`config.mk`:
```
export PLATFORM = sky130hd
export DESIGN_NAME = fskbcd_queue
export DESIGN_NICKNAME = d
export VERILOG_FILES = /design/src/rtl/fskbcd_pkg.sv /design/src/rtl/fskbcd_queue.sv
export SDC_FILE = /design/constraint.sdc
export NUM_CORES = 1
export LEC_CHECK = 0
export BUFFER_PORTS_ARGS = -buffer_cell sky130_fd_sc_hd__buf_2
export CAP_MARGIN = 20
export CORE_MARGIN = 4
export CORE_UTILIZATION = 57
export DETAILED_ROUTE_END_ITERATION = 7
export PLACE_DENSITY = 0.85
export SLEW_MARGIN = 20
export SYNTH_ARGS = -nofsm -noshare
export SYNTH_HDL_FRONTEND = slang
export SYNTH_SLANG_ARGS = --single-unit
```
`constraint.sdc`:
```
create_clock -name clk -period 2.25 [get_ports clk]
set_input_delay 0.45 -clock clk [delete_from_list [all_inputs] [get_ports clk]]
set_output_delay 0.45 -clock clk [all_outputs]
set_load 0.1 [all_outputs]
```
`src/rtl/fskbcd_pkg.sv`:
```
// ----------------------------------------------------------------------------
// fskbcd_pkg
// Shared types, constants and the quarter-wave sine function of the FSK
// bit correlator demodulator.
// ----------------------------------------------------------------------------
package fskbcd_pkg;

  localparam int SAMPLE_W    = 16;
  localparam int TRIG_W      = 15;
  localparam int ACC_W       = 24;
  localparam int QUEUE_DEPTH = 4;

  localparam int BAUD      = 300;
  localparam int HALF_BAUD = 150;

  localparam int F_MARK_LO  = 980;
  localparam int F_SPACE_LO = 1180;
  localparam int F_MARK_HI  = 1650;
  localparam int F_SPACE_HI = 1850;

  typedef enum logic {
    BAND_LOW  = 1'b0,
    BAND_HIGH = 1'b1
  } band_t;

  // odd Taylor terms of sin(pi/2 * t), Q30
  localparam longint unsigned POLY_Q30 [6] = '{
    64'd1686629713, 64'd693598669, 64'd85569306, 64'd5026995, 64'd172272, 64'd3864
  };

  // sin(pi/2 * r / quarter) in Q15, r in [0, quarter]
  function automatic logic [TRIG_W-1:0] quarter_sin(input int unsigned r,
                                                    input int unsigned angle_bits);
    longint unsigned t;
    longint unsigned t2;
    longint unsigned p;
    int k;
    t  = 64'(r) << (30 - (angle_bits - 2));
    t2 = (t * t) >> 30;
    p  = POLY_Q30[5];
    for (k = 4; k >= 0; k--) begin
      p = POLY_Q30[k] - ((p * t2) >> 30);
    end
    p = (p * t) >> 30;
    p = (p + 64'd16384) >> 15;
    if (p > 64'd32767) begin
      p = 64'd32767;
    end
    return p[TRIG_W-1:0];
  endfunction

endpackage

```
`src/rtl/fskbcd_queue.sv`:
```
// ----------------------------------------------------------------------------
// fskbcd_queue
// Short register FIFO between the front and the correlator back end.
// ----------------------------------------------------------------------------
module fskbcd_queue #(
  parameter int DATA_W = 41
) (
  input  logic              clk,
  input  logic              rst,
  input  logic              push,
  input  logic [DATA_W-1:0] push_data,
  output logic              full,
  input  logic              pop,
  output logic [DATA_W-1:0] pop_data,
  output logic              empty
);
  import fskbcd_pkg::*;

  localparam int PTR_W = $clog2(QUEUE_DEPTH);
  localparam int CNT_W = PTR_W + 1;

  logic [DATA_W-1:0] mem [QUEUE_DEPTH];
  logic [PTR_W-1:0]  wr_ptr;
  logic [PTR_W-1:0]  rd_ptr;
  logic [CNT_W-1:0]  count;

  assign full     = count == CNT_W'(QUEUE_DEPTH);
  assign empty    = count == '0;
  assign pop_data = mem[rd_ptr];

  always_ff @(posedge clk) begin
    if (rst) begin
      wr_ptr <= '0;
      rd_ptr <= '0;
      count  <= '0;
    end else begin
      if (push) begin
        wr_ptr <= wr_ptr + 1'b1;
      end
      if (pop) begin
        rd_ptr <= rd_ptr + 1'b1;
      end
      if (push && !pop) begin
        count <= count + 1'b1;
      end else if (pop && !push) begin
        count <= count - 1'b1;
      end
    end
  end

  always_ff @(posedge clk) begin
    if (push) begin
      mem[wr_ptr] <= push_data;
    end
  end

  a_no_overflow: assert property (@(posedge clk) disable iff (rst) push |-> !full)
    else $error("push into full queue");

  a_no_underflow: assert property (@(posedge clk) disable iff (rst) pop |-> !empty)
    else $error("pop from empty queue");

endmodule

```
### Word-level counts from Yosys, hierarchy flattened

Memories as Yosys holds them, arrays and structs flattened. A register that Yosys moved wholly into a read port is not among the register bits.
Cells that the tools add are included.

* output and inout bits: 43
* memories: 1
* input port bits: 45
* memory bits (writable): 164
* bits in registers: 7

Memories
* mem: words 4, bits a word 41, rd ports 1, clocked after Yosys merged registers in 1, write ports 1, line fskbcd_queue.sv:22 `logic [DATA_W-1:0] mem [QUEUE_DEPTH];`

* equal/unequal tests: 1
* muxes and demuxes: 6
* reductions and logical operators: 6
* add/subtract/negate cells: 4

Operator list (count)
* 3-bit two-way mux: 2
* 2-bit by 1-bit adder with 2-bit output (second input constant): 2
* 2-bit two-way mux: 2
* 3-bit by 1-bit adder with 3-bit output (second input constant): 1
* 3-bit == test (second input constant): 1
* 3-bit zero test: 1
* 3-bit by 1-bit subtractor with 3-bit output (second input constant): 1
* 1-bit logical AND: 2
* 1-bit zero test: 2
* 1-bit two-way mux: 2
* 2-bit nonzero test: 1

### Logic depth before layout (Yosys ltp)

Gate-level depths: netlist (run 1).

* depth in word-level cells: 4
* gate-level depth with buffers: 7

### Worst setup path after synthesis (run 1)

Ideal clock, no wire load.

* kind: register -> output
* start: register count[1]
* end: output full
* path slack: -0.752 ns
* arrival time: 2.552 ns
* path buffers: 0
* cell stages (with the launch flop): 2
* required time: 1.800 ns
* path through: dfxtp_1 -> nor3b_1

* word-level cells in the longest chain between the ends: 1

RTL lines
* start, declared: line fskbcd_queue.sv:25 `logic [CNT_W-1:0] count;`
* start signal, assigned: line fskbcd_queue.sv:44 `count <= count + 1'b1;`
* start signal, assigned: line fskbcd_queue.sv:46 `count <= count - 1'b1;`
* 3-bit == test: line fskbcd_queue.sv:27 `assign full = count == CNT_W'(QUEUE_DEPTH);`
* end, declared: line fskbcd_queue.sv:12 `output logic full,`

No other way between the ends.

==> results.ini, run 1 <==
[timing]
holdWs_ps=142
max_freq_mhz=421
tightest_slew_ps=484
slew_viol_final=0
slew-limit-headroom_pct=68.0
finalHoldViolations=0
setup_ws_ps=-128
setup_viol=41
fin_crit_sh_pct=106
finalCriticalPeriod_ps=2380
rsz0062_at_grt=true
clock_skew_ps=5.98

[synth]
synth-compound-area-share_pct=0.156
synth_area_leaders=edfxtp_1 77%, mux4_2 14%, dfxtp_1 2.8%, buf_12 1.3%, ha_1 0.98%
synthSimpleGateAreaFrac_pct=1.15
ys.flop_type=edfxtp_1
syn_nets=310
synth_top_family_by_area=multiplexers
synth_most_common_cell=edfxtp_1
ys_ff_latch=173
synth.largest_area_cell=edfxtp_1
avgSynthCellArea_um2=24.7
synth-edff-count=164
ys_warn_count=0
synth_mux_area_share_pct=14.8
synth.cells.most_frequent=164 x edfxtp_1, 40 x mux4_2, 9 x dfxtp_1
synth_area_mm2=0.00640
ys_types=23
yosysSeqAreaShare_pct=79.8
synthCells=259
synth-adder-area-share_pct=1.29
synth_xor_area_share_pct=0.685
yosysTopAreaCellShare_pct=77.0
async_reset_ff_share_pct=0

[worst_setup_path]
crit_path_max_fanout=7
critPathRequiredTime_ps=1800
crit_arrival_ps=1930
slowest_delay_ps=520
startpoint_type=flip-flop
cp_top_family=multiplexers
crit_path_end_kind=output pin
path_buf_inv=3
cpMaxStageDelayCell=mux4_2
critPathKind=reg2out
path_cells=buf_4 -> clkbuf_16 -> mux4_2 -> buf_6

[route]
wl_per_cell_um=21.9
antenna_left=0
vias_per_cell=5.61
drtIter0Drc=177
wl_mm=11.5
drt_first_pass_iters=4
vias=2934
drc=0

[cts]
clkSinkCount=173
numCtsBuffers=17
clk_pin_slew_ps=70
root_buffer=clkbuf_8
tritoncts=built
clk_latency_ps=520
cts_hold_buf=0
cts_htree_levels=4
clockBufferDepth=2

[global_route]
overflow=0
antenna_found_initial=0
grt_max_degree=42
grt_pass1_wl_mm=18.1
grt_usage_pct=19.3
grt_pass1_vias=3248
grt_use_met3_pct=5.04
met2_usage_pct=31.0
grt_use_met1_pct=24.7
busiest_layer=met2

[die]
core-area_mm2=0.0109
rows=38
start_util_pct=58.7
die_x_um=114
ioPinCount=88
fp.dieH_um=114
dieArea_mm2=0.0130

[finish]
nNetsFinal=421
final-seq-area_mm2=0.00511
drive_gt1_share_pct=48.0
fin_util_pct=74.4
final_cells=523
multi_input_area_mm2=0.00117
fillers=587
diodes=0
area_delta_synth_final_pct=26.7

[place]
post-dp-hpwl_mm=6.70
io_buffers=87
dp_cells=482
place.gp.congestion=0.721
dpl_worst_slack_ps=267

[power_and_ir_drop]
pwr_density_cell_mw_per_mm2=1040
peakVddDrop_mv=0.565
p_leak_nw=2.83
power_mw=8.41

[outcome]
status=complete, but fails checks
violations=negative setup slack

[job]
cap_violations=0

[hold_path]
hold_class=in2reg

-- sequential cells by signal, summed over array words and instances, names as in the netlist, named ones only --
name    flops
mem       164
count       3
rd_ptr      2
wr_ptr      2
-- where the power goes --
group	leakage, nW	total (mW)	switching, mW	internal, mW
combinational	0.937	1.81	1.25	0.559
sequential	1.58	3.75	0.0568	3.69
clock	0.307	2.84	1.15	1.69
-- final timing paths --
kind | to | from | slack [ps] | depth (start not counted)
worst min register to register | count[2]$_SDFFE_PP0P_ | count[2]$_SDFFE_PP0P_ | 530 | 2
worst min-delay path | mem[1][29]$_DFFE_PP_ | push_data[29] | 140 | 1
worst max-delay path | pop_data[11] | flip-flop | -130 | 4
worst max register to register | mem[0][16]$_DFFE_PP_ | wr_ptr[0]$_SDFFE_PP0P_ | 690 | 4
-- worst register-to-register path, cell delays in order, from the launching register on --
cell and delay (ps):
dfxtp_1 350, inv_1 90, ha_1 150, and2_2 380, buf_12 270
-- area by class of cell --
| class | count | area share, % |
|---|---|---|
| Sequential cell | 173 | 63.1 |
| Multi-Input combinational cell | 71 | 14.4 |
| Timing Repair Buffer | 103 | 12.7 |
| Clock buffer | 23 | 6.69 |
| Tap cell | 140 | 2.16 |
| Clock inverter | 9 | 0.741 |
| Inverter | 4 | 0.185 |
-- cells by family (layout without fill, tap and decap cells) --
family | Yosys count | count (layout)
AO/OA/AOI/OAI | 2 | 2
XOR/XNOR | 5 | 5
adder cells (fa/ha/maj) | 6 | 6
buffers and inverters | 15 | 139
flip-flops | 173 | 173
multiplexers | 43 | 43
AND/OR/NAND/NOR | 15 | 15
-- placed cells by master, fill, tap and decap left out, types with 2 or more instances in the layout --
master,n
and2_2,4
buf_8,2
edfxtp_1,164
inv_4,6
clkbuf_8,3
inv_1,4
clkbuf_16,22
buf_4,3
mux2i_1,2
mux4_2,41
xnor2_1,2
dfxtp_1,7
nor2_1,7
buf_6,37
buf_16,3
buf_2,46
ha_1,5
buf_12,10
xor2_1,3
-- metrics by stage --
step	instance area (um^2)	TNS [ps]
finish	8100	-3970
global route	8100	-6800
CTS	7990	-4760
detailed placement	7040	0
global placement	7040	0
floorplan	6410	0
-- repair_timing --
action	in CTS	in global routing
buffers inserted	1	4
cloned	2	2
gates resized for setup	88	10
setup endpoints to repair	41	41
-- routing by layer --
| metal | part of all wire, % | wire length (um) | up-vias |
|---|---|---|---|
| li1 | - | - | 1310 |
| met1 | 39 | 4420 | 1489 |
| met2 | 52 | 6000 | 104 |
| met3 | 5.9 | 674 | 31 |
| met4 | 3.1 | 356 | 0 |
| met5 | 0 | 0 | - |
(Power assumes the default switching activity.)
==> inputs of run 2 (changes only) <==
--- a/config.mk
+++ b/config.mk
@@ -8,9 +8,10 @@
 export BUFFER_PORTS_ARGS = -buffer_cell sky130_fd_sc_hd__buf_2
 export CAP_MARGIN = 20
 export CORE_MARGIN = 4
-export CORE_UTILIZATION = 57
+export CORE_UTILIZATION = 59
+export CTS_BUF_LIST = sky130_fd_sc_hd__clkbuf_4 sky130_fd_sc_hd__clkbuf_8
 export DETAILED_ROUTE_END_ITERATION = 7
-export PLACE_DENSITY = 0.85
+export PLACE_DENSITY = 0.88
 export SLEW_MARGIN = 20
 export SYNTH_ARGS = -nofsm -noshare
 export SYNTH_HDL_FRONTEND = slang
==> results.ini, run 2 (synthesis gave the netlist of run 1 again) <==
[timing]
setup_viol=12
setup_ws_ps=-29.7
finalCriticalPeriod_ps=2280
clock_skew_ps=6.93
fin_crit_sh_pct=101
max_freq_mhz=439
tns_ps=-114
slew_viol_final=0
tightest_slew_ps=486
finalHoldViolations=0
rsz0062_at_grt=true
slew-limit-headroom_pct=67.8
holdWs_ps=222

[cts]
clk_latency_ps=430
clkSinkCount=173
tritoncts=built
root_buffer=clkbuf_8
cts_htree_levels=4
clk_pin_slew_ps=80
numCtsBuffers=17
clockBufferDepth=2

[power_and_ir_drop]
p_switching_mw=2.33
p_leak_nw=2.72
internal-power_mw=5.23
p_comb_share_pct=23.8
p_seq_share_pct=49.5
p_clk_share_pct=26.6
pwr_density_cell_mw_per_mm2=961
power_mw=7.57
sw_frac_of_total_pct=30.8
peakVddDrop_mv=0.600

[route]
vias=2981
antenna_left=0
drc=0
drt_first_pass_iters=4
drtIter0Drc=233
vias_per_cell=5.70
wl_per_cell_um=22.1
wl_mm=11.5

[finish]
mostFrequentLayoutCells=164 x edfxtp_1, 46 x buf_2, 40 x mux4_2
area_delta_synth_final_pct=23.1
final_common_cell=edfxtp_1
fin_util_pct=75.2
final_cells=523
largest_register_ffs=164
top_regs=mem (164), count (3)
final-seq-area_mm2=0.00511
nNetsFinal=426
final_cell_area_mm2=0.00787
fillers=598
diodes=0
top_register=mem
multi_input_area_mm2=0.00117
drive_gt1_share_pct=47.5

[place]
place.gp.congestion=0.673
dp_cells=484
dpl_cell_area_mm2=0.00708
post-dp-hpwl_mm=7.40
dpl_worst_slack_ps=219
io_buffers=87

[worst_setup_path]
critPathKind=reg2out
regToRegSetupSlack_ps=690
path_cells=buf_6 -> buf_12 -> mux4_2 -> buf_12
crit_top_cell=buf_12
cpMaxStageDelayCell=mux4_2
crit_arrival_ps=1830
crit_path_end_kind=output pin
startpoint_type=flip-flop
crit_path_max_fanout=7
critPathRequiredTime_ps=1800
path_buf_inv=3
slowest_delay_ps=560
cp_top_family=multiplexers

[global_route]
grt_usage_pct=19.1
overflow=0
grt_pass1_vias=3155
antenna_found_initial=1
grt_max_degree=24
grt_pass1_wl_mm=17.8

[die]
fp.dieH_um=112
core-area_mm2=0.0105
die_x_um=112
ioPinCount=88
start_util_pct=61.1
rows=37
dieArea_mm2=0.0126

[hold_path]
hold_class=in2reg

[job]
cap_violations=0

[outcome]
violations=negative setup slack
status=complete, but fails checks

-- run 2: cell types whose count changed in the layout (fill, tap and decap cells not counted), moves of 2 or more --
cell	delta
buf_16	-3
inv_4	-6
clkinvlp_4	+2
buf_4	+5
clkbuf_16	-19
bufinv_16	+2
clkbuf_8	+14
clkbuf_4	+2
buf_6	+2
clkinv_1	+3
-- run 2: final timing paths --
| kind | to | cells past startpoint | start |
|---|---|---|---|
| worst max-delay path | pop_data[18] | 4 | flip-flop |
| worst min-delay path | mem[0][10]$_DFFE_PP_ | 1 | push_data[10] |
| worst max register to register | mem[2][29]$_DFFE_PP_ | 4 | wr_ptr[0]$_SDFFE_PP0P_ |
| worst min register to register | count[2]$_SDFFE_PP0P_ | 2 | count[2]$_SDFFE_PP0P_ |
-- run 2: power by group through the flow --
stage	combinational (mW)	clock, mW	sequential [mW]
global placement	1.53	0	3.82
detailed placement	1.56	0	3.84
floorplan	1.31	0	3.80
global route	1.87	2.22	3.76
finish	1.80	2.01	3.75
CTS	1.74	2.04	3.76
-- run 2: timing repair --
action                     4_1_cts  5_1_grt
buffers inserted                 2        3
hold buffers                     0        0
resized for setup               82       15
cloned                           0        3
setup endpoints to repair       41       40
-- run 2: area by class of cell --
cell class                      count  share of cell area [%]
Timing Repair Buffer              108                    13.1
Inverter                            4                   0.191
Sequential cell                   173                    64.9
Clock inverter                     12                    1.56
Clock buffer                       19                    3.16
Tap cell                          136                    2.16
Multi-Input combinational cell     71                    14.9
-- run 2: metal layers --
metal | part of all wire (%) | GRT usage (%) | vias up
li1 | - | - | 1308
met1 | 39 | 24.4 | 1542
met2 | 53 | 31.7 | 108
met3 | 6.0 | 5.61 | 21
met4 | 2.0 | 6.89 | 2
met5 | 0.061 | 0 | -
