<file path="config.mk">
export PLATFORM = sky130hd
export DESIGN_NAME = fskbcd_front_flat
export DESIGN_NICKNAME = d
export VERILOG_FILES = /design/src/rtl/fskbcd_pkg.sv /design/src/rtl/fskbcd_sample_if.sv /design/src/rtl/fskbcd_front.sv /design/src/flat_wrapper.sv
export SDC_FILE = /design/constraint.sdc
export NUM_CORES = 1
export LEC_CHECK = 0
export BUFFER_PORTS_ARGS = -buffer_cell sky130_fd_sc_hd__buf_2
export CAP_MARGIN = 20
export CORE_UTILIZATION = 65
export CTS_CLUSTER_DIAMETER = 100
export DETAILED_ROUTE_END_ITERATION = 16
export PLACE_DENSITY_LB_ADDON = 0.1
export SETUP_SLACK_MARGIN = 0.1
export SLEW_MARGIN = 25
export SYNTH_ARGS = -nofsm -noshare
export SYNTH_HDL_FRONTEND = slang
export SYNTH_SLANG_ARGS = --single-unit
</file>
<file path="constraint.sdc">
create_clock -name clk -period 9.18 [get_ports clk]
set_clock_uncertainty 0.1 [all_clocks]
set_input_delay 1.377 -clock clk [delete_from_list [all_inputs] [get_ports clk]]
set_output_delay 1.377 -clock clk [all_outputs]
set_load 0.1 [all_outputs]
</file>
<file path="src/rtl/fskbcd_pkg.sv">
// ----------------------------------------------------------------------------
// fskbcd_pkg
// Shared types, constants and the quarter-wave sine function of the FSK
// bit correlator demodulator.
// ----------------------------------------------------------------------------
package fskbcd_pkg;

  localparam int SAMPLE_W    = 16;
  localparam int TRIG_W      = 15;
  localparam int ACC_W       = 24;
  localparam int QUEUE_DEPTH = 4;

  localparam int BAUD      = 300;
  localparam int HALF_BAUD = 150;

  localparam int F_MARK_LO  = 980;
  localparam int F_SPACE_LO = 1180;
  localparam int F_MARK_HI  = 1650;
  localparam int F_SPACE_HI = 1850;

  typedef enum logic {
    BAND_LOW  = 1'b0,
    BAND_HIGH = 1'b1
  } band_t;

  // odd Taylor terms of sin(pi/2 * t), Q30
  localparam longint unsigned POLY_Q30 [6] = '{
    64'd1686629713, 64'd693598669, 64'd85569306, 64'd5026995, 64'd172272, 64'd3864
  };

  // sin(pi/2 * r / quarter) in Q15, r in [0, quarter]
  function automatic logic [TRIG_W-1:0] quarter_sin(input int unsigned r,
                                                    input int unsigned angle_bits);
    longint unsigned t;
    longint unsigned t2;
    longint unsigned p;
    int k;
    t  = 64'(r) << (30 - (angle_bits - 2));
    t2 = (t * t) >> 30;
    p  = POLY_Q30[5];
    for (k = 4; k >= 0; k--) begin
      p = POLY_Q30[k] - ((p * t2) >> 30);
    end
    p = (p * t) >> 30;
    p = (p + 64'd16384) >> 15;
    if (p > 64'd32767) begin
      p = 64'd32767;
    end
    return p[TRIG_W-1:0];
  endfunction

endpackage

</file>
<file path="src/rtl/fskbcd_sample_if.sv">
// ----------------------------------------------------------------------------
// fskbcd_sample_if
// Valid/ready channel carrying one signed audio sample per item.
// ----------------------------------------------------------------------------
interface fskbcd_sample_if;
  import fskbcd_pkg::*;

  logic                       valid;
  logic                       ready;
  logic signed [SAMPLE_W-1:0] sample;

  modport source(output valid, output sample, input ready);
  modport sink(input valid, input sample, output ready);
endinterface

</file>
<file path="src/rtl/fskbcd_front.sv">
// ----------------------------------------------------------------------------
// fskbcd_front
// Accepts samples, tracks bit windows and tone phases, and converts the
// phase residues to table angles before handing items to the queue.
// ----------------------------------------------------------------------------
module fskbcd_front #(
  parameter int AUDIO_RATE = 8000,
  parameter int ANGLE_BITS = 12
) (
  input  logic                                          clk,
  input  logic                                          rst,
  input  fskbcd_pkg::band_t                             band,
  fskbcd_sample_if.sink                                 audio,
  output logic                                          push,
  output logic [2*ANGLE_BITS+fskbcd_pkg::SAMPLE_W:0]    push_data,
  input  logic                                          q_full
);
  import fskbcd_pkg::*;

  localparam int RES_W = $clog2(AUDIO_RATE);
  localparam int NUM_W = RES_W + ANGLE_BITS;
  localparam int RCP_W = ANGLE_BITS + 1;
  localparam int Q_W   = ANGLE_BITS + 1;
  localparam int PRD_W = NUM_W + RCP_W;

  localparam longint unsigned RECIP = (64'd1 << NUM_W) / AUDIO_RATE;

  localparam logic [RCP_W-1:0] RECIP_V  = RCP_W'(RECIP);
  localparam logic [NUM_W-1:0] HALF_SR  = NUM_W'(AUDIO_RATE / 2);
  localparam logic [NUM_W:0]   SR_EXT   = (NUM_W + 1)'(AUDIO_RATE);
  localparam logic [RES_W:0]   SR_RES   = (RES_W + 1)'(AUDIO_RATE);
  localparam logic [RES_W:0]   FM_LO    = (RES_W + 1)'(F_MARK_LO);
  localparam logic [RES_W:0]   FS_LO    = (RES_W + 1)'(F_SPACE_LO);
  localparam logic [RES_W:0]   FM_HI    = (RES_W + 1)'(F_MARK_HI);
  localparam logic [RES_W:0]   FS_HI    = (RES_W + 1)'(F_SPACE_HI);
  localparam logic [7:0]       LEN_BASE = 8'(AUDIO_RATE / BAUD);
  localparam logic [9:0]       SR_MOD   = 10'(AUDIO_RATE % BAUD);
  localparam logic [9:0]       BAUD_V   = 10'(BAUD);
  localparam logic [9:0]       BAUD2_V  = 10'(2 * BAUD);
  localparam logic [9:0]       HBAUD_V  = 10'(HALF_BAUD);

  logic [7:0]       cnt;
  logic [9:0]       bres;
  logic [RES_W-1:0] res_m;
  logic [RES_W-1:0] res_s;

  logic [7:0]       cnt_inc;
  logic [7:0]       len;
  logic [9:0]       t10;
  logic [9:0]       bres_sum;
  logic [9:0]       bres_next;
  logic [RES_W:0]   fm;
  logic [RES_W:0]   fs;
  logic [RES_W:0]   sum_m;
  logic [RES_W:0]   sum_s;
  logic [RES_W-1:0] res_m_next;
  logic [RES_W-1:0] res_s_next;
  logic [NUM_W-1:0] num_m;
  logic [NUM_W-1:0] num_s;
  logic             last;
  logic             fadv;
  logic             accept;

  logic                       s1_valid;
  logic signed [SAMPLE_W-1:0] s1_sample;
  logic                       s1_last;
  logic [NUM_W-1:0]           s1_num_m;
  logic [NUM_W-1:0]           s1_num_s;

  logic                       s2_valid;
  logic signed [SAMPLE_W-1:0] s2_sample;
  logic                       s2_last;
  logic [NUM_W-1:0]           s2_num_m;
  logic [NUM_W-1:0]           s2_num_s;
  logic [Q_W-1:0]             s2_q_m;
  logic [Q_W-1:0]             s2_q_s;

  logic [PRD_W-1:0]      prod_m;
  logic [PRD_W-1:0]      prod_s;
  logic [ANGLE_BITS-1:0] ang_m;
  logic [ANGLE_BITS-1:0] ang_s;

  // quotient estimate is low by at most one
  function automatic logic [ANGLE_BITS-1:0] fix_angle(input logic [Q_W-1:0]   q,
                                                      input logic [NUM_W-1:0] num);
    logic [NUM_W:0] qs;
    logic [NUM_W:0] rem;
    logic [Q_W-1:0] qf;
    qs  = (NUM_W + 1)'(q) * SR_EXT;
    rem = {1'b0, num} - qs;
    qf  = (rem >= SR_EXT) ? q + 1'b1 : q;
    return qf[ANGLE_BITS-1:0];
  endfunction

  always_comb begin
    fm = (band == BAND_HIGH) ? FM_HI : FM_LO;
    fs = (band == BAND_HIGH) ? FS_HI : FS_LO;

    t10 = bres + SR_MOD + HBAUD_V;
    len = LEN_BASE
        + ((t10 >= BAUD2_V) ? 8'd2 : ((t10 >= BAUD_V) ? 8'd1 : 8'd0))
        - ((bres >= HBAUD_V) ? 8'd1 : 8'd0);
    cnt_inc = cnt + 8'd1;
    last    = cnt_inc >= len;

    bres_sum  = bres + SR_MOD;
    bres_next = (bres_sum >= BAUD_V) ? bres_sum - BAUD_V : bres_sum;

    sum_m      = {1'b0, res_m} + fm;
    sum_s      = {1'b0, res_s} + fs;
    res_m_next = (sum_m >= SR_RES) ? RES_W'(sum_m - SR_RES) : sum_m[RES_W-1:0];
    res_s_next = (sum_s >= SR_RES) ? RES_W'(sum_s - SR_RES) : sum_s[RES_W-1:0];

    num_m = {res_m, {ANGLE_BITS{1'b0}}} + HALF_SR;
    num_s = {res_s, {ANGLE_BITS{1'b0}}} + HALF_SR;

    prod_m = PRD_W'(s1_num_m) * PRD_W'(RECIP_V);
    prod_s = PRD_W'(s1_num_s) * PRD_W'(RECIP_V);

    ang_m = fix_angle(s2_q_m, s2_num_m);
    ang_s = fix_angle(s2_q_s, s2_num_s);

    fadv        = !(s2_valid && q_full);
    audio.ready = fadv;
    accept      = audio.valid && fadv;
    push        = s2_valid && !q_full;
    push_data   = {s2_last, ang_s, ang_m, s2_sample};
  end

  always_ff @(posedge clk) begin
    if (rst) begin
      cnt      <= '0;
      bres     <= '0;
      res_m    <= '0;
      res_s    <= '0;
      s1_valid <= 1'b0;
      s2_valid <= 1'b0;
    end else begin
      if (accept) begin
        if (last) begin
          cnt   <= '0;
          bres  <= bres_next;
          res_m <= '0;
          res_s <= '0;
        end else begin
          cnt   <= cnt_inc;
          res_m <= res_m_next;
          res_s <= res_s_next;
        end
      end
      if (fadv) begin
        s1_valid <= accept;
        s2_valid <= s1_valid;
      end
    end
  end

  always_ff @(posedge clk) begin
    if (fadv) begin
      s1_sample <= audio.sample;
      s1_last   <= last;
      s1_num_m  <= num_m;
      s1_num_s  <= num_s;
      s2_sample <= s1_sample;
      s2_last   <= s1_last;
      s2_num_m  <= s1_num_m;
      s2_num_s  <= s1_num_s;
      s2_q_m    <= prod_m[NUM_W +: Q_W];
      s2_q_s    <= prod_s[NUM_W +: Q_W];
    end
  end

  a_win_restart: assert property (@(posedge clk) disable iff (rst)
    accept && last |=> cnt == '0 && res_m == '0 && res_s == '0)
    else $error("window state not cleared after window end");

  a_cnt_bound: assert property (@(posedge clk) disable iff (rst) cnt < len)
    else $error("sample count past window length");

endmodule

</file>
<file path="src/flat_wrapper.sv">
// flat-port wrapper written by rule: the top's interface ports become plain ports
module fskbcd_front_flat import fskbcd_pkg::*;
#(
  parameter int AUDIO_RATE = 8000,
  parameter int ANGLE_BITS = 12
)
  (clk, rst, band, push, push_data, q_full, audio_valid, audio_sample, audio_ready);
  fskbcd_sample_if audio_i ();
  input  logic clk;
  input  logic rst;
  input  fskbcd_pkg::band_t band;
  output logic push;
  output logic [2*ANGLE_BITS+fskbcd_pkg::SAMPLE_W:0] push_data;
  input  logic q_full;
  input wire logic [$bits(audio_i.valid)-1:0] audio_valid;
  input wire logic [$bits(audio_i.sample)-1:0] audio_sample;
  output wire logic [$bits(audio_i.ready)-1:0] audio_ready;
  assign audio_i.valid = audio_valid;
  assign audio_i.sample = audio_sample;
  assign audio_ready = audio_i.ready;
  fskbcd_front #(.AUDIO_RATE(AUDIO_RATE), .ANGLE_BITS(ANGLE_BITS)) u_core (.clk(clk), .rst(rst), .band(band), .audio(audio_i), .push(push), .push_data(push_data), .q_full(q_full));
endmodule
</file>
# Word-level counts from Yosys, hierarchy flattened
# Index checks and enable logic that the tools add are counted.
[classes]
add_sub_neg = 16
multipliers = 4
order_cmp = 9
mux = 13
n_reduce_logical = 6
[op_table]
columns = ["operator", "count"]
rows = [
  ["multiplier 25 x 12 -> 37 bit, second input constant", 2],
  ["greater-or-equal comparator 26 x 13 -> 1 bit, second input constant", 2],
  ["2-to-1 mux 13 bit", 4],
  ["subtractor 25 x 26 -> 26 bit", 2],
  ["adder 25 x 12 -> 25 bit, second input constant", 2],
  ["multiplier 13 x 7 -> 20 bit, second input constant", 2],
  ["adder 13 x 11 -> 14 bit", 2],
  ["greater-or-equal comparator 14 x 13 -> 1 bit, second input constant", 2],
  ["subtractor 13 bit, second input constant", 2],
  ["adder 12 x 1 -> 12 bit, second input constant", 2],
  ["2-to-1 mux 12 bit", 2],
  ["adder 10 x 8 -> 10 bit, second input constant", 2],
  ["greater-or-equal comparator 10 x 9 -> 1 bit, second input constant", 2],
  ["2-to-1 mux 10 bit", 2],
  ["2-to-1 mux 8 bit", 2],
  ["2-to-1 mux 11 bit", 1],
  ["greater-or-equal comparator 10 bit, second input constant", 1],
  ["greater-or-equal comparator 10 x 8 -> 1 bit, second input constant", 1],
  ["subtractor 10 x 9 -> 10 bit, second input constant", 1],
  ["adder 5 x 8 -> 8 bit, first input constant", 1],
  ["adder 8 x 1 -> 8 bit, second input constant", 1],
  ["greater-or-equal comparator 8 bit", 1],
  ["subtractor 8 bit", 1],
  ["logical AND 1 bit", 3],
  ["3 further kinds", 5],
]
[word_totals]
ff_bits = 206
in_bits = 21
word_cells = 64

# Depth between registers and ports, before layout
# Gate-level depths: netlist of run 1.
[logic_depth]
word_depth = 9
mapped_depth = 31

# Least setup slack after synthesis of run 1
# Ideal clock, no wire load.
[synth_timing]
kind = "reg2out"
start = "register u_core.s2_q_s[0]"
end = "output port push_data[28] (netlist bit)"
arrival_time_ps = 8237
t_required_ps = 7703
path_slack_ps = -534
stages_incl_launch_ff = 28
path_cell_list = "edfxtp_1 fa_1 xor2_1 ha_1 inv_1 fa_1 fa_1 inv_1 ha_1 a21boi_1 o21ai_0 a21boi_0 o21ai_0 a21oi_1 o31a_1 a31o_2 a21oi_1 xor2_1 ha_1 inv_1 a222oi_1 o2111ai_1 a2111oi_0 o2111ai_1 or4_1 or4_1 buf_2 xnor2_1"
[synth_between]
elab_chain_cells = 4
[synth_rtl]
columns = ["element", "line_no", "rtl"]
rows = [
  ["start: declaration", "fskbcd_front.sv:76", "logic [Q_W-1:0] s2_q_s;"],
  ["start signal: assignment", "fskbcd_front.sv:169", "s2_q_s <= prod_s[NUM_W +: Q_W];"],
  ["multiplier 13 x 7 -> 20 bit", "fskbcd_front.sv:89", "qs = (NUM_W + 1)'(q) * SR_EXT;"],
  ["subtractor 25 x 26 -> 26 bit", "fskbcd_front.sv:90", "rem = {1'b0, num} - qs;"],
  ["greater-or-equal comparator 26 x 13 -> 1 bit", "fskbcd_front.sv:91", "qf = (rem >= SR_EXT) ? q + 1'b1 : q;"],
  ["2-to-1 mux 12 bit (*)", "fskbcd_front.sv:91", ""],
  ["end: declaration", "flat_wrapper.sv:13", "output logic [2*ANGLE_BITS+fskbcd_pkg::SAMPLE_W:0] push_data;"],
]
# Every way passes the cells marked *; elsewhere a longest branch is shown, timed or not.

# Worst setup path in the final report of run 1
[layout_timing]
start = "register u_core.s2_q_s[0]"
end = "output port push_data[39] (netlist bit)"
# Same word-level chain as after synthesis.

==> summary.md, run 1 <==
| Metric | Value |
|---|---|
| Vias in the first global route | approximately 12,000 |
| Final hold violations | 0 |
| P&R area growth vs syn | 15.6% |
| Initial core utilization | 0.668 |
| CTS tree | done |
| Kind of critical path | register to primary output |
| Initial DRC count | 635 |
| Tightest Hold Check Type | register to register |
| Cts hold-fix bufs | 0 |
| Number of I/O pins | 64 |
| Crit path buf inv count | 5 |
| Final Setup Violations | 0 |
| FF-to-FF setup slack | about 3.6 ns |
| Mapped Cells | 1,669 |
| Top delay family on crit path | adder cells |
| H-tree depth | 4 |
| Number of remaining DRC errors | 0 |
| Total CTS buffers | 17 |
| Most frequent cells in the layout | ha_1, inv_1, fa_1 |
| Final min period | 9.11 ns |
| F_max | 110 MHz |
| Detailed placement HPWL | approximately 26 mm |
| #FFs+latches synth | 150 |
| Worst Tran Pin Value | 0.827 ns |
| Critical path startpoint category | register |
| Port bufs | 63 |
| Yosys warnings | 0 |
| Via Count | roughly 12,000 |
| Fraction of layout cells with a size suffix above 1 | 0.140 |
| Placed Cells | ~2,000 |
| Register-to-Register Path Depth | 17 |
| Number of synthesized flops with an enable pin | 108 |
| Distinct cells, synth | 77 |
| Core box area | 24,500 µm² |
| Rel. slew slack | 0.443 |
| Root Driver | clkbuf_16 |
| Pre-CTS setup slack | 0.203 ns |
| RSZ-0062 raised after global routing | true |
| Yosys top cell area share | 0.210 |
| Worst r2r src | u_core.s1_num_m[19] |
| Total of max-cap violations | 0 |
| Clock sinks | 150 |
| Critical Path RT | slightly below 8 ns |
| Pin count of the biggest net entering global routing | 60 |
| First-pass GRT wire length | 57.7 mm |
| Fraction of registers with async set/reset | 0 |
| Total gr overflow | 0 |
| Crit. End Element | primary output |
| Largest stage delay on the critical path | 0.61 ns |
| Worst hold start | u_core.s1_sample[13] |
| Final Util | 0.773 |
| Setup ws final | between 0.07 and 0.08 ns |
| Hold path endpoint | u_core.s2_sample[13] |
| Status | finished clean |
| Std cell rows | between 50 and 60 |
| Leading area contributor after synthesis | ha_1 |
| Full die area | between 20,000 and 30,000 µm² |
| Largest cells by area after synthesis | ha_1, edfxtp_1, fa_1 |
| GPL Wtd Cong | 0.888 |
| Finished Layout Cells | 2,118 |
| Fin. max-slew vios | 0 |
| Die H | 161 µm |
| Crit-path max FO | 6 |
| Die Wd | 161 µm |
| Clock-pin slew on the worst setup and hold paths | about 0.080 ns |
| WHS | 0.321 ns |
| Initial antenna violation count | 1 |
| Most used flip-flop cell after synthesis | edfxtp_1 |
| Sequential share of the synthesized area | 0.250 |
| DR vias/cell | 5.83 |
| Clk buf depth | 2 |
| Final period util | 0.992 |
| Reg-to-reg critical path endpoint | u_core.s2_q_m[10] |
| Most common cell after layout, fill and taps aside | ha_1 |
| Wire per inst | 16.5 µm |
| Nets | 2,201 |
| Ant. Diodes | 0 |
| Critical path arrival | 7.63 ns |
| Tot GR Track Use | 0.275 |
| Worst-Skew Late Latency | 0.44 ns |
| Slowest CP cell | fa_1 |
| Detailed Routing Iterations Pass 1 | 5 |
| Syn_area_per_cell | 9.80 µm² |
| Final ANT Viol Nets | 0 |
| Total routed wirelength | 35.0 mm |
| Hold depth | 0 |
| Mapped cell area | 16,300 µm² |
worst max path at each step:
stage                                start            end  slack [ns]  cells past startpoint
final                     u_core.s2_q_s[0]  push_data[39]        0.07                     29
after global routing      u_core.s2_q_s[0]  push_data[32]       -0.25                     30
after CTS                 u_core.s2_q_s[2]  push_data[39]        0.09                     29
after detailed placement  u_core.s2_q_s[2]  push_data[39]        0.20                     27
after global placement    u_core.s2_q_s[0]  push_data[39]        0.38                     32
after floorplan           u_core.s2_q_s[0]  push_data[28]        0.11                     27
through the flow:
step	setup TNS, ns	cell area (µm²)
5_1_grt	-2.30	18900
2_1_floorplan	0	16500
3_3_place_gp	0	17600
4_1_cts	0	18400
6_report	0	18900
3_5_place_dp	0	17600
synthesized netlist by cell type (4+ instances only):
| cell type | instances |
|---|---|
| ha_1 | 275 |
| inv_1 | 255 |
| fa_1 | 124 |
| edfxtp_1 | 108 |
| xnor2_1 | 91 |
| nand2_1 | 88 |
| a21oi_1 | 87 |
| nor2_1 | 84 |
| o21ai_0 | 61 |
| nand3_1 | 44 |
| dfxtp_1 | 42 |
| xor2_1 | 41 |
| nor3_1 | 32 |
| a21o_1 | 27 |
| nand2b_1 | 26 |
| clkbuf_1 | 21 |
| nor2b_1 | 21 |
| nand4_1 | 14 |
| a31oi_1 | 13 |
| a211oi_1 | 11 |
| and3_1 | 11 |
| o211ai_1 | 10 |
| or3_1 | 10 |
| o21a_1 | 9 |
| o31a_1 | 9 |
| and2_1 | 8 |
| o31ai_1 | 8 |
| a22oi_1 | 7 |
| or4_1 | 7 |
| a211o_1 | 6 |
| nand3b_1 | 6 |
| nor3b_1 | 6 |
| o21ai_1 | 6 |
| a22o_1 | 5 |
| buf_2 | 5 |
| mux2i_1 | 5 |
| o2111ai_1 | 5 |
| o21bai_1 | 5 |
| a21boi_0 | 4 |
| a41oi_1 | 4 |
| nor4_1 | 4 |
| o22ai_1 | 4 |
| o41ai_1 | 4 |
layer usage:
| layer | GRT usage | wire length (µm) | part of all wire | vias up |
|---|---|---|---|---|
| li1 | - | - | - | 6031 |
| met3 | 0.0382 | 1290 | 0.037 | 64 |
| met2 | 0.483 | 17700 | 0.51 | 285 |
| met5 | 0 | 0 | 0 | - |
| met4 | 0.0740 | 648 | 0.019 | 0 |
| met1 | 0.356 | 15400 | 0.44 | 5971 |
cells by family after synthesis:
logic type / share of synthesized area
AO/OA/AOI/OAI: 0.131
XOR/XNOR: 0.0707
multiplexers: 0.00375
AND/OR/NAND/NOR: 0.116
adder cells (fa/ha/maj): 0.362
other: 0.000459
flip-flops: 0.250
buffers and inverters: 0.0659
flip-flops by register name (all words and copies together), names as in the netlist, 12 cells and up:
name              flops
u_core.s1_num_m      12
u_core.s1_num_s      12
u_core.s1_sample     16
u_core.s2_num_m      12
u_core.s2_q_m        13
u_core.s2_num_s      12
u_core.res_m         12
u_core.s2_q_s        13
u_core.s2_sample     16
u_core.res_s         12
cell type report:
| type | instances | area [µm²] |
|---|---|---|
| Multi-Input combinational cell | 1240 | 11700 |
| Fill cell | 1617 | 5560 |
| Sequential cell | 150 | 4080 |
| Timing Repair Buffer | 117 | 1110 |
| Inverter | 255 | 957 |
| Clock buffer | 17 | 425 |
| Tap cell | 324 | 405 |
| Clock inverter | 15 | 204 |
repair_timing:
action	in CTS	in global routing
pin swaps	7	45
endpoints found under the setup margin	24	24
cloned	1	1
buffers inserted	9	32
gates resized for setup	19	64
Power of run 1 is left out: the tool's default activity adds up to more than one toggle a clock period on the data nets, which glitch-free logic cannot reach.
==> run 2: changes to the inputs <==
ABC_AREA = 1   (was not set)
==> run 2 against run 1 <==
- synthesized cell count is 24% higher
- register-to-register slack better by 0.84 ns
- worst setup slack improved by 0.49 ns
- non-clock buffer count shrank 39
- utilization fell by 5.8 points
- critical path type unchanged
- highest routed layer unchanged
==> summary.md, run 2 <==
| Metric | Value |
|---|---|
| FILL cells | 2,089 (+29%) |
| Most common cell after layout, fill and taps aside | nand2_1 |
| Total of max-cap violations | 0 (unchanged) |
| Top-count cell post-synth | nand2_1 |
| Wire per inst | 14.4 µm (-13%) |
| Largest family of logic cells by synthesized area | adder cells |
| XOR/XNOR Fraction of Synth Area | 0.0591 (-0.0116) |
| Nets | 2,575 (+17%) |
| GPL Wtd Cong | 0.927 (+4.4%) |
| First-pass GRT wire length | 59.5 mm (+3.1%) |
| CTS tree | done |
| Final ANT Viol Nets | 0 (unchanged) |
| Number of synthesized flops with an enable pin | 108 (unchanged) |
| Pin count of the biggest net entering global routing | 64 (+6.7%) |
| Root Driver | clkbuf_16 |
| Slowest CP cell | fa_1 |
| Tot GR Track Use | 0.274 (-0.00130) |
| Tightest Hold Check Type | register to register |
| Cts hold-fix bufs | 0 (unchanged) |
| Clock-pin slew on the worst setup and hold paths | 0.08 ns (about the same) |
| Total gr overflow | 0 (unchanged) |
| Final period util | 0.938 (-0.0537) |
| Yosys warnings | 0 (unchanged) |
| Final hold violations | 0 (unchanged) |
| Synth cell count leaders | nand2_1, inv_1, ha_1 |
| Port bufs | 63 (unchanged) |
| RSZ-0062 raised after global routing | false |
| Fraction of layout cells with a size suffix above 1 | 0.0646 (-0.0753) |
| Most frequent cells in the layout | nand2_1, inv_1, ha_1 |
| Kind of critical path | register to primary output |
| Post-Synth Simple-Gate Area | 0.198 (+0.0815) |
| Mux cell area share after synthesis | 0 (-0.00375) |
| Total routed wirelength | 36.0 mm (+2.9%) |
| Largest cells by area after synthesis | ha_1, edfxtp_1, fa_1 |
| Core box area | 26,000 µm² (+6.2%) |
| Ant. Diodes | 0 (unchanged) |
| Detailed placement HPWL | 29.1 mm (+9.9%) |
| Largest regs | u_core.s1_sample: 16 flops, u_core.s2_sample: 16 flops |
| Status | finished clean |
| Mapped cell area | 17,200 µm² (+5.2%) |
| Adder-Cell Fraction of Synth Area | 0.345 (-0.0178) |
| H-tree depth | 4 (unchanged) |
| Critical path arrival | 7.14 ns (-0.49 ns) |
| Detailed Routing Iterations Pass 1 | 5 (unchanged) |
| Largest stage delay on the critical path | 0.62 ns (about the same) |
| Vias in the first global route | 13,300 (+7.1%) |
| Fraction of registers with async set/reset | 0 (unchanged) |
| Clock sinks | 150 (unchanged) |
| Worst-Skew Late Latency | 0.43 ns (about the same) |
| Initial antenna violation count | 0 (-1) |
| Final Setup Violations | 0 (unchanged) |
| DR vias/cell | 5.45 (-6.5%) |
| Die Wd | 165 µm (+2.5%) |
| Multi-input gate area | 11,600 µm² (-1.2%) |
| Leading area contributor after synthesis | ha_1 |
| Compound-Gate Fraction of Synth Area | 0.0701 (-0.0607) |
| Sequential share of the synthesized area | 0.238 (-0.0123) |
| Crit-path max FO | 13 (+7) |
| Mapped Cells | 2,074 (+24%) |
| Die H | 165 µm (+2.5%) |
| Register area | 4080 µm² (unchanged) |
| Std cell rows | 59 (+3.5%) |
| Worst Tran Pin Value | 0.833 ns (+0.00615 ns) |
| Full die area | 27,100 µm² (+5.1%) |
| Total CTS buffers | 17 (unchanged) |
| Number of remaining DRC errors | 0 (unchanged) |
| F_max | 116 MHz (+5.7%) |
| Critical path startpoint category | register |
| Final min period | 8.61 ns (-0.493 ns) |
| Rel. slew slack | 0.444 (+0.000985) |
| WHS | 0.321 ns (-0.000390 ns) |
| Crit-path most repeated cell | nand2_1 |
| Number of I/O pins | 64 (unchanged) |
| Clk buf depth | 2 (unchanged) |
| Initial core utilization | 0.662 (-0.00666) |
| Crit. End Element | primary output |
| #FFs+latches synth | 150 (unchanged) |
| Critical Path RT | 7.70 ns (about the same) |
| Final setup TNS | 0 ns (unchanged) |
| P&R area growth vs syn | 8.05% |
| Most used flip-flop cell after synthesis | edfxtp_1 |
| Syn_area_per_cell | 8.29 µm² (-15%) |
| Fin. max-slew vios | 0 (unchanged) |
| Yosys top cell area share | 0.200 (-0.0103) |
| Via Count | 13,600 (+10%) |
| Initial DRC count | 680 (+7.1%) |
| Distinct cells, synth | 48 (-38%) |
[run 2: repair_timing]
| item | in CTS | in global routing |
|---|---|---|
| gates resized for setup | 0 | 27 |
| endpoints found under the setup margin | 0 | 24 |
| setup buffers | 0 | 11 |
[run 2: critical path, delay by kind of cell, from the launching register on]
kind	cells	cell delay, ns
AOI/OAI and AO/OA	4	0.73
xor gates and xnor gates	2	0.34
DFF	1	0.57
buffers and inverters	4	0.68
adders and majority gates	6	2.57
and+or+nand+nor	16	1.77
[run 2: final timing paths]
kind | startpoint | end | slack (ns) | cells after the start
worst max-delay path | u_core.s2_q_s[2] | push_data[31] | 0.57 | 32
worst min register to register | u_core.s1_sample[9] | u_core.s2_sample[9] | 0.32 | 0
worst min-delay path | u_core.s1_sample[9] | u_core.s2_sample[9] | 0.32 | 0
worst max register to register | u_core.s1_num_m[19] | u_core.s2_q_m[10] | 4.48 | 16
[run 2: final cells by class]
class / instances / share of cell area
Timing Repair Buffer: 78 / 0.0265
Sequential cell: 150 / 0.220
Clock buffer: 18 / 0.0231
Inverter: 384 / 0.0776
Tap cell: 335 / 0.0226
Clock inverter: 14 / 0.00707
Multi-Input combinational cell: 1524 / 0.623
[run 2: per-layer routing]
| metal | vias to the layer above | global-route usage | share of wire |
|---|---|---|---|
| met5 | - | 0 | 0 |
| met1 | 6449 | 0.362 | 0.46 |
| met3 | 52 | 0.0271 | 0.034 |
| li1 | 6875 | - | - |
| met2 | 270 | 0.479 | 0.49 |
| met4 | 0 | 0.0721 | 0.015 |
[run 2: stage by stage]
stage                     instances  setup WS, ns  instance area (µm²)   util
after floorplan                2078          1.47                17200      -
after global placement         2460         0.883                17900  0.687
after detailed placement       2460         0.827                17900  0.688
after CTS                      2492         0.324                18400  0.709
after global routing           2503        0.0942                18600  0.715
final                          2503         0.566                18600  0.715
[run 2: logic make-up (layout without fill, tap and decap cells)]
group           count (synthesis)  in the layout
buf+inv                       404            494
simple gates                  789            789
xor+xnor                      116            116
flops                         150            150
fa+ha+maj                     399            399
compound gates                214            214
other cells                     2              6
Power of run 2 is left out for the same reason.
==> run 3: changes to the inputs <==
CORE_MARGIN = 2   (was not set)
REMOVE_ABC_BUFFERS = 1   (was not set)
==> run 3 against run 2 <==
- cell count about the same
- sequential share of layout area decreased by 0.071 points
- first-iteration DRC count rose by 4.7%
- non-clock buffer count down 2
- die area grew 2.4%
- hold slack got worse by 0.00082 ns
- maximum frequency rose by 1.2%
- global-route usage decreased by 0.88 points
- register-to-register slack worse by 0.03 ns
- critical path depth is 1 lower
- largest cell class unchanged
==> summary.md, run 3 (same netlist as run 2, synthesis figures left out) <==
| Metric | Value |
|---|---|
| Fin. max-slew vios | 0 (unchanged) |
| Ant. Diodes | 0 (unchanged) |
| Worst-Skew Late Latency | 0.43 ns (about the same) |
| Root Driver | clkbuf_16 |
| Crit. End Element | primary output |
| Initial DRC count | 712 (+4.7%) |
| Full die area | 27,800 µm² (+2.4%) |
| Detailed placement HPWL | 29.0 mm (-0.44%) |
| H-tree depth | 4 (unchanged) |
| CTS tree | done |
| Die Wd | 167 µm (+1.2%) |
| Largest regs | u_core.s1_sample: 16 flops, u_core.s2_sample: 16 flops |
| Core box area | 26,000 µm² (unchanged) |
| Wire per inst | 14.3 µm (-0.66%) |
| Total of max-cap violations | 0 (unchanged) |
| Final ANT Viol Nets | 0 (unchanged) |
| Most frequent cells in the layout | nand2_1, inv_1, ha_1 |
| Final setup TNS | 0 ns (unchanged) |
| Placed Cells | 2,459 (-0.041%) |
| Pin count of the biggest net entering global routing | 63 (-1.6%) |
| Final Util | 0.717 (+0.00231) |
| Status | finished clean |
| Fraction of layout cells with a size suffix above 1 | 0.0642 (-0.000402) |
| Clock sinks | 150 (unchanged) |
| Most common cell after layout, fill and taps aside | nand2_1 |
| Final Setup Violations | 0 (unchanged) |
| DR vias/cell | 5.45 (-0.12%) |
| Final period util | 0.927 (-0.0109) |
| Total CTS buffers | 17 (unchanged) |
| Rel. slew slack | 0.475 (+0.0305) |
| Largest stage delay on the critical path | 0.63 ns (about the same) |
| Total routed wirelength | 35.8 mm (-0.74%) |
| Final min period | 8.51 ns (-0.0998 ns) |
| FF-to-FF setup slack | 4.45 ns (-0.03 ns) |
| Clock-pin slew on the worst setup and hold paths | 0.08 ns (about the same) |
| Initial antenna violation count | 1 (+1) |
| RSZ-0062 raised after global routing | true |
| Number of remaining DRC errors | 0 (unchanged) |
| Crit-path most repeated cell | nand2_1 |
| Std cell rows | 59 (unchanged) |
| P&R area growth vs syn | 8.40% |
| F_max | 117 MHz (+1.2%) |
| Tightest Hold Check Type | register to register |
| First-pass GRT wire length | 61.2 mm (+2.9%) |
| FILL cells | 2,055 (-1.6%) |
| Die H | 167 µm (+1.2%) |
| Crit-path max FO | 13 (unchanged) |
| Critical path startpoint category | register |
| Top delay family on crit path | adder cells |
| Critical Path RT | 7.70 ns (about the same) |
| Kind of critical path | register to primary output |
| Final hold violations | 0 (unchanged) |
| GPL Wtd Cong | 0.955 (+3.0%) |
| Number of I/O pins | 64 (unchanged) |
| Nets | 2,573 (-0.078%) |
| Vias in the first global route | 13,300 (+0.11%) |
| Slowest CP cell | fa_1 |
| Finished Layout Cells | 2,501 (-0.080%) |
| Detailed Routing Iterations Pass 1 | 7 (+2) |
| Port bufs | 63 (unchanged) |
| Critical path arrival | 7.04 ns (-0.10 ns) |
| Initial core utilization | 0.662 (unchanged) |
| Total gr overflow | 0 (unchanged) |
| Via Count | 13,600 (-0.20%) |
| Clk buf depth | 2 (unchanged) |
| Worst Tran Pin Value | 0.788 ns (-0.0457 ns) |
| Cts hold-fix bufs | 0 (unchanged) |
| Crit path buf inv count | 3 (-1) |
| Tot GR Track Use | 0.265 (-0.00884) |
-- run 3: cell types whose count changed in the layout (fill, tap and decap cells not counted), sizes merged --
cell / before / now
buf: 60 / 55
clkbuf: 36 / 38
clkinv: 2 / 6
inv: 394 / 391
-- run 3: cell type report --
type	instances	area, µm²	area share
Inverter	384	1440	0.0773
Clock buffer	17	425	0.0228
Timing Repair Buffer	76	498	0.0267
Multi-Input combinational cell	1524	11600	0.622
Clock inverter	15	176	0.00947
Sequential cell	150	4080	0.219
Tap cell	335	419	0.0225
-- run 3: per-layer routing --
layer,part of all wire,up-vias,track usage
li1,-,6873,-
met1,0.45,6403,0.355
met2,0.49,288,0.463
met3,0.041,53,0.0285
met4,0.015,2,0.0671
met5,0.00025,-,0
-- run 3: metrics by stage --
| step | instance area, µm² | hold WS, ns | setup slack (ns) |
|---|---|---|---|
| floorplan | 17100 | 0.300 | 1.23 |
| global placement | 17900 | 0.300 | 0.976 |
| detailed placement | 17900 | 0.305 | 0.766 |
| CTS | 18500 | 0.322 | 0.263 |
| global route | 18600 | 0.330 | 0.0392 |
| finish | 18600 | 0.320 | 0.666 |
-- run 3: path summary, 6_finish.rpt --
kind                       startpoint                  end  cells after the start
hold reg to reg   u_core.s1_sample[8]  u_core.s2_sample[8]                      0
setup reg to reg  u_core.s1_num_m[19]    u_core.s2_q_m[10]                     16
setup / recovery     u_core.s2_q_s[1]        push_data[37]                     31
hold / removal    u_core.s1_sample[8]  u_core.s2_sample[8]                      0
-- run 3: worst reg2reg max path, delay by kind of cell, from the launching register on --
kind	cells	cell delay (ns)
buffers and inverters	2	0.12
and+or+nand+nor	4	0.50
DFF	1	0.55
AOI/OAI and AO/OA	3	0.69
adders and majority gates	6	2.35
xor gates and xnor gates	1	0.16
-- run 3: timing repair --
| action | 4_1_cts | 5_1_grt |
|---|---|---|
| buffers inserted | 0 | 10 |
| gates resized for setup | 0 | 32 |
| endpoints found under the setup margin | 0 | 24 |
Power of run 3 is left out for the same reason.
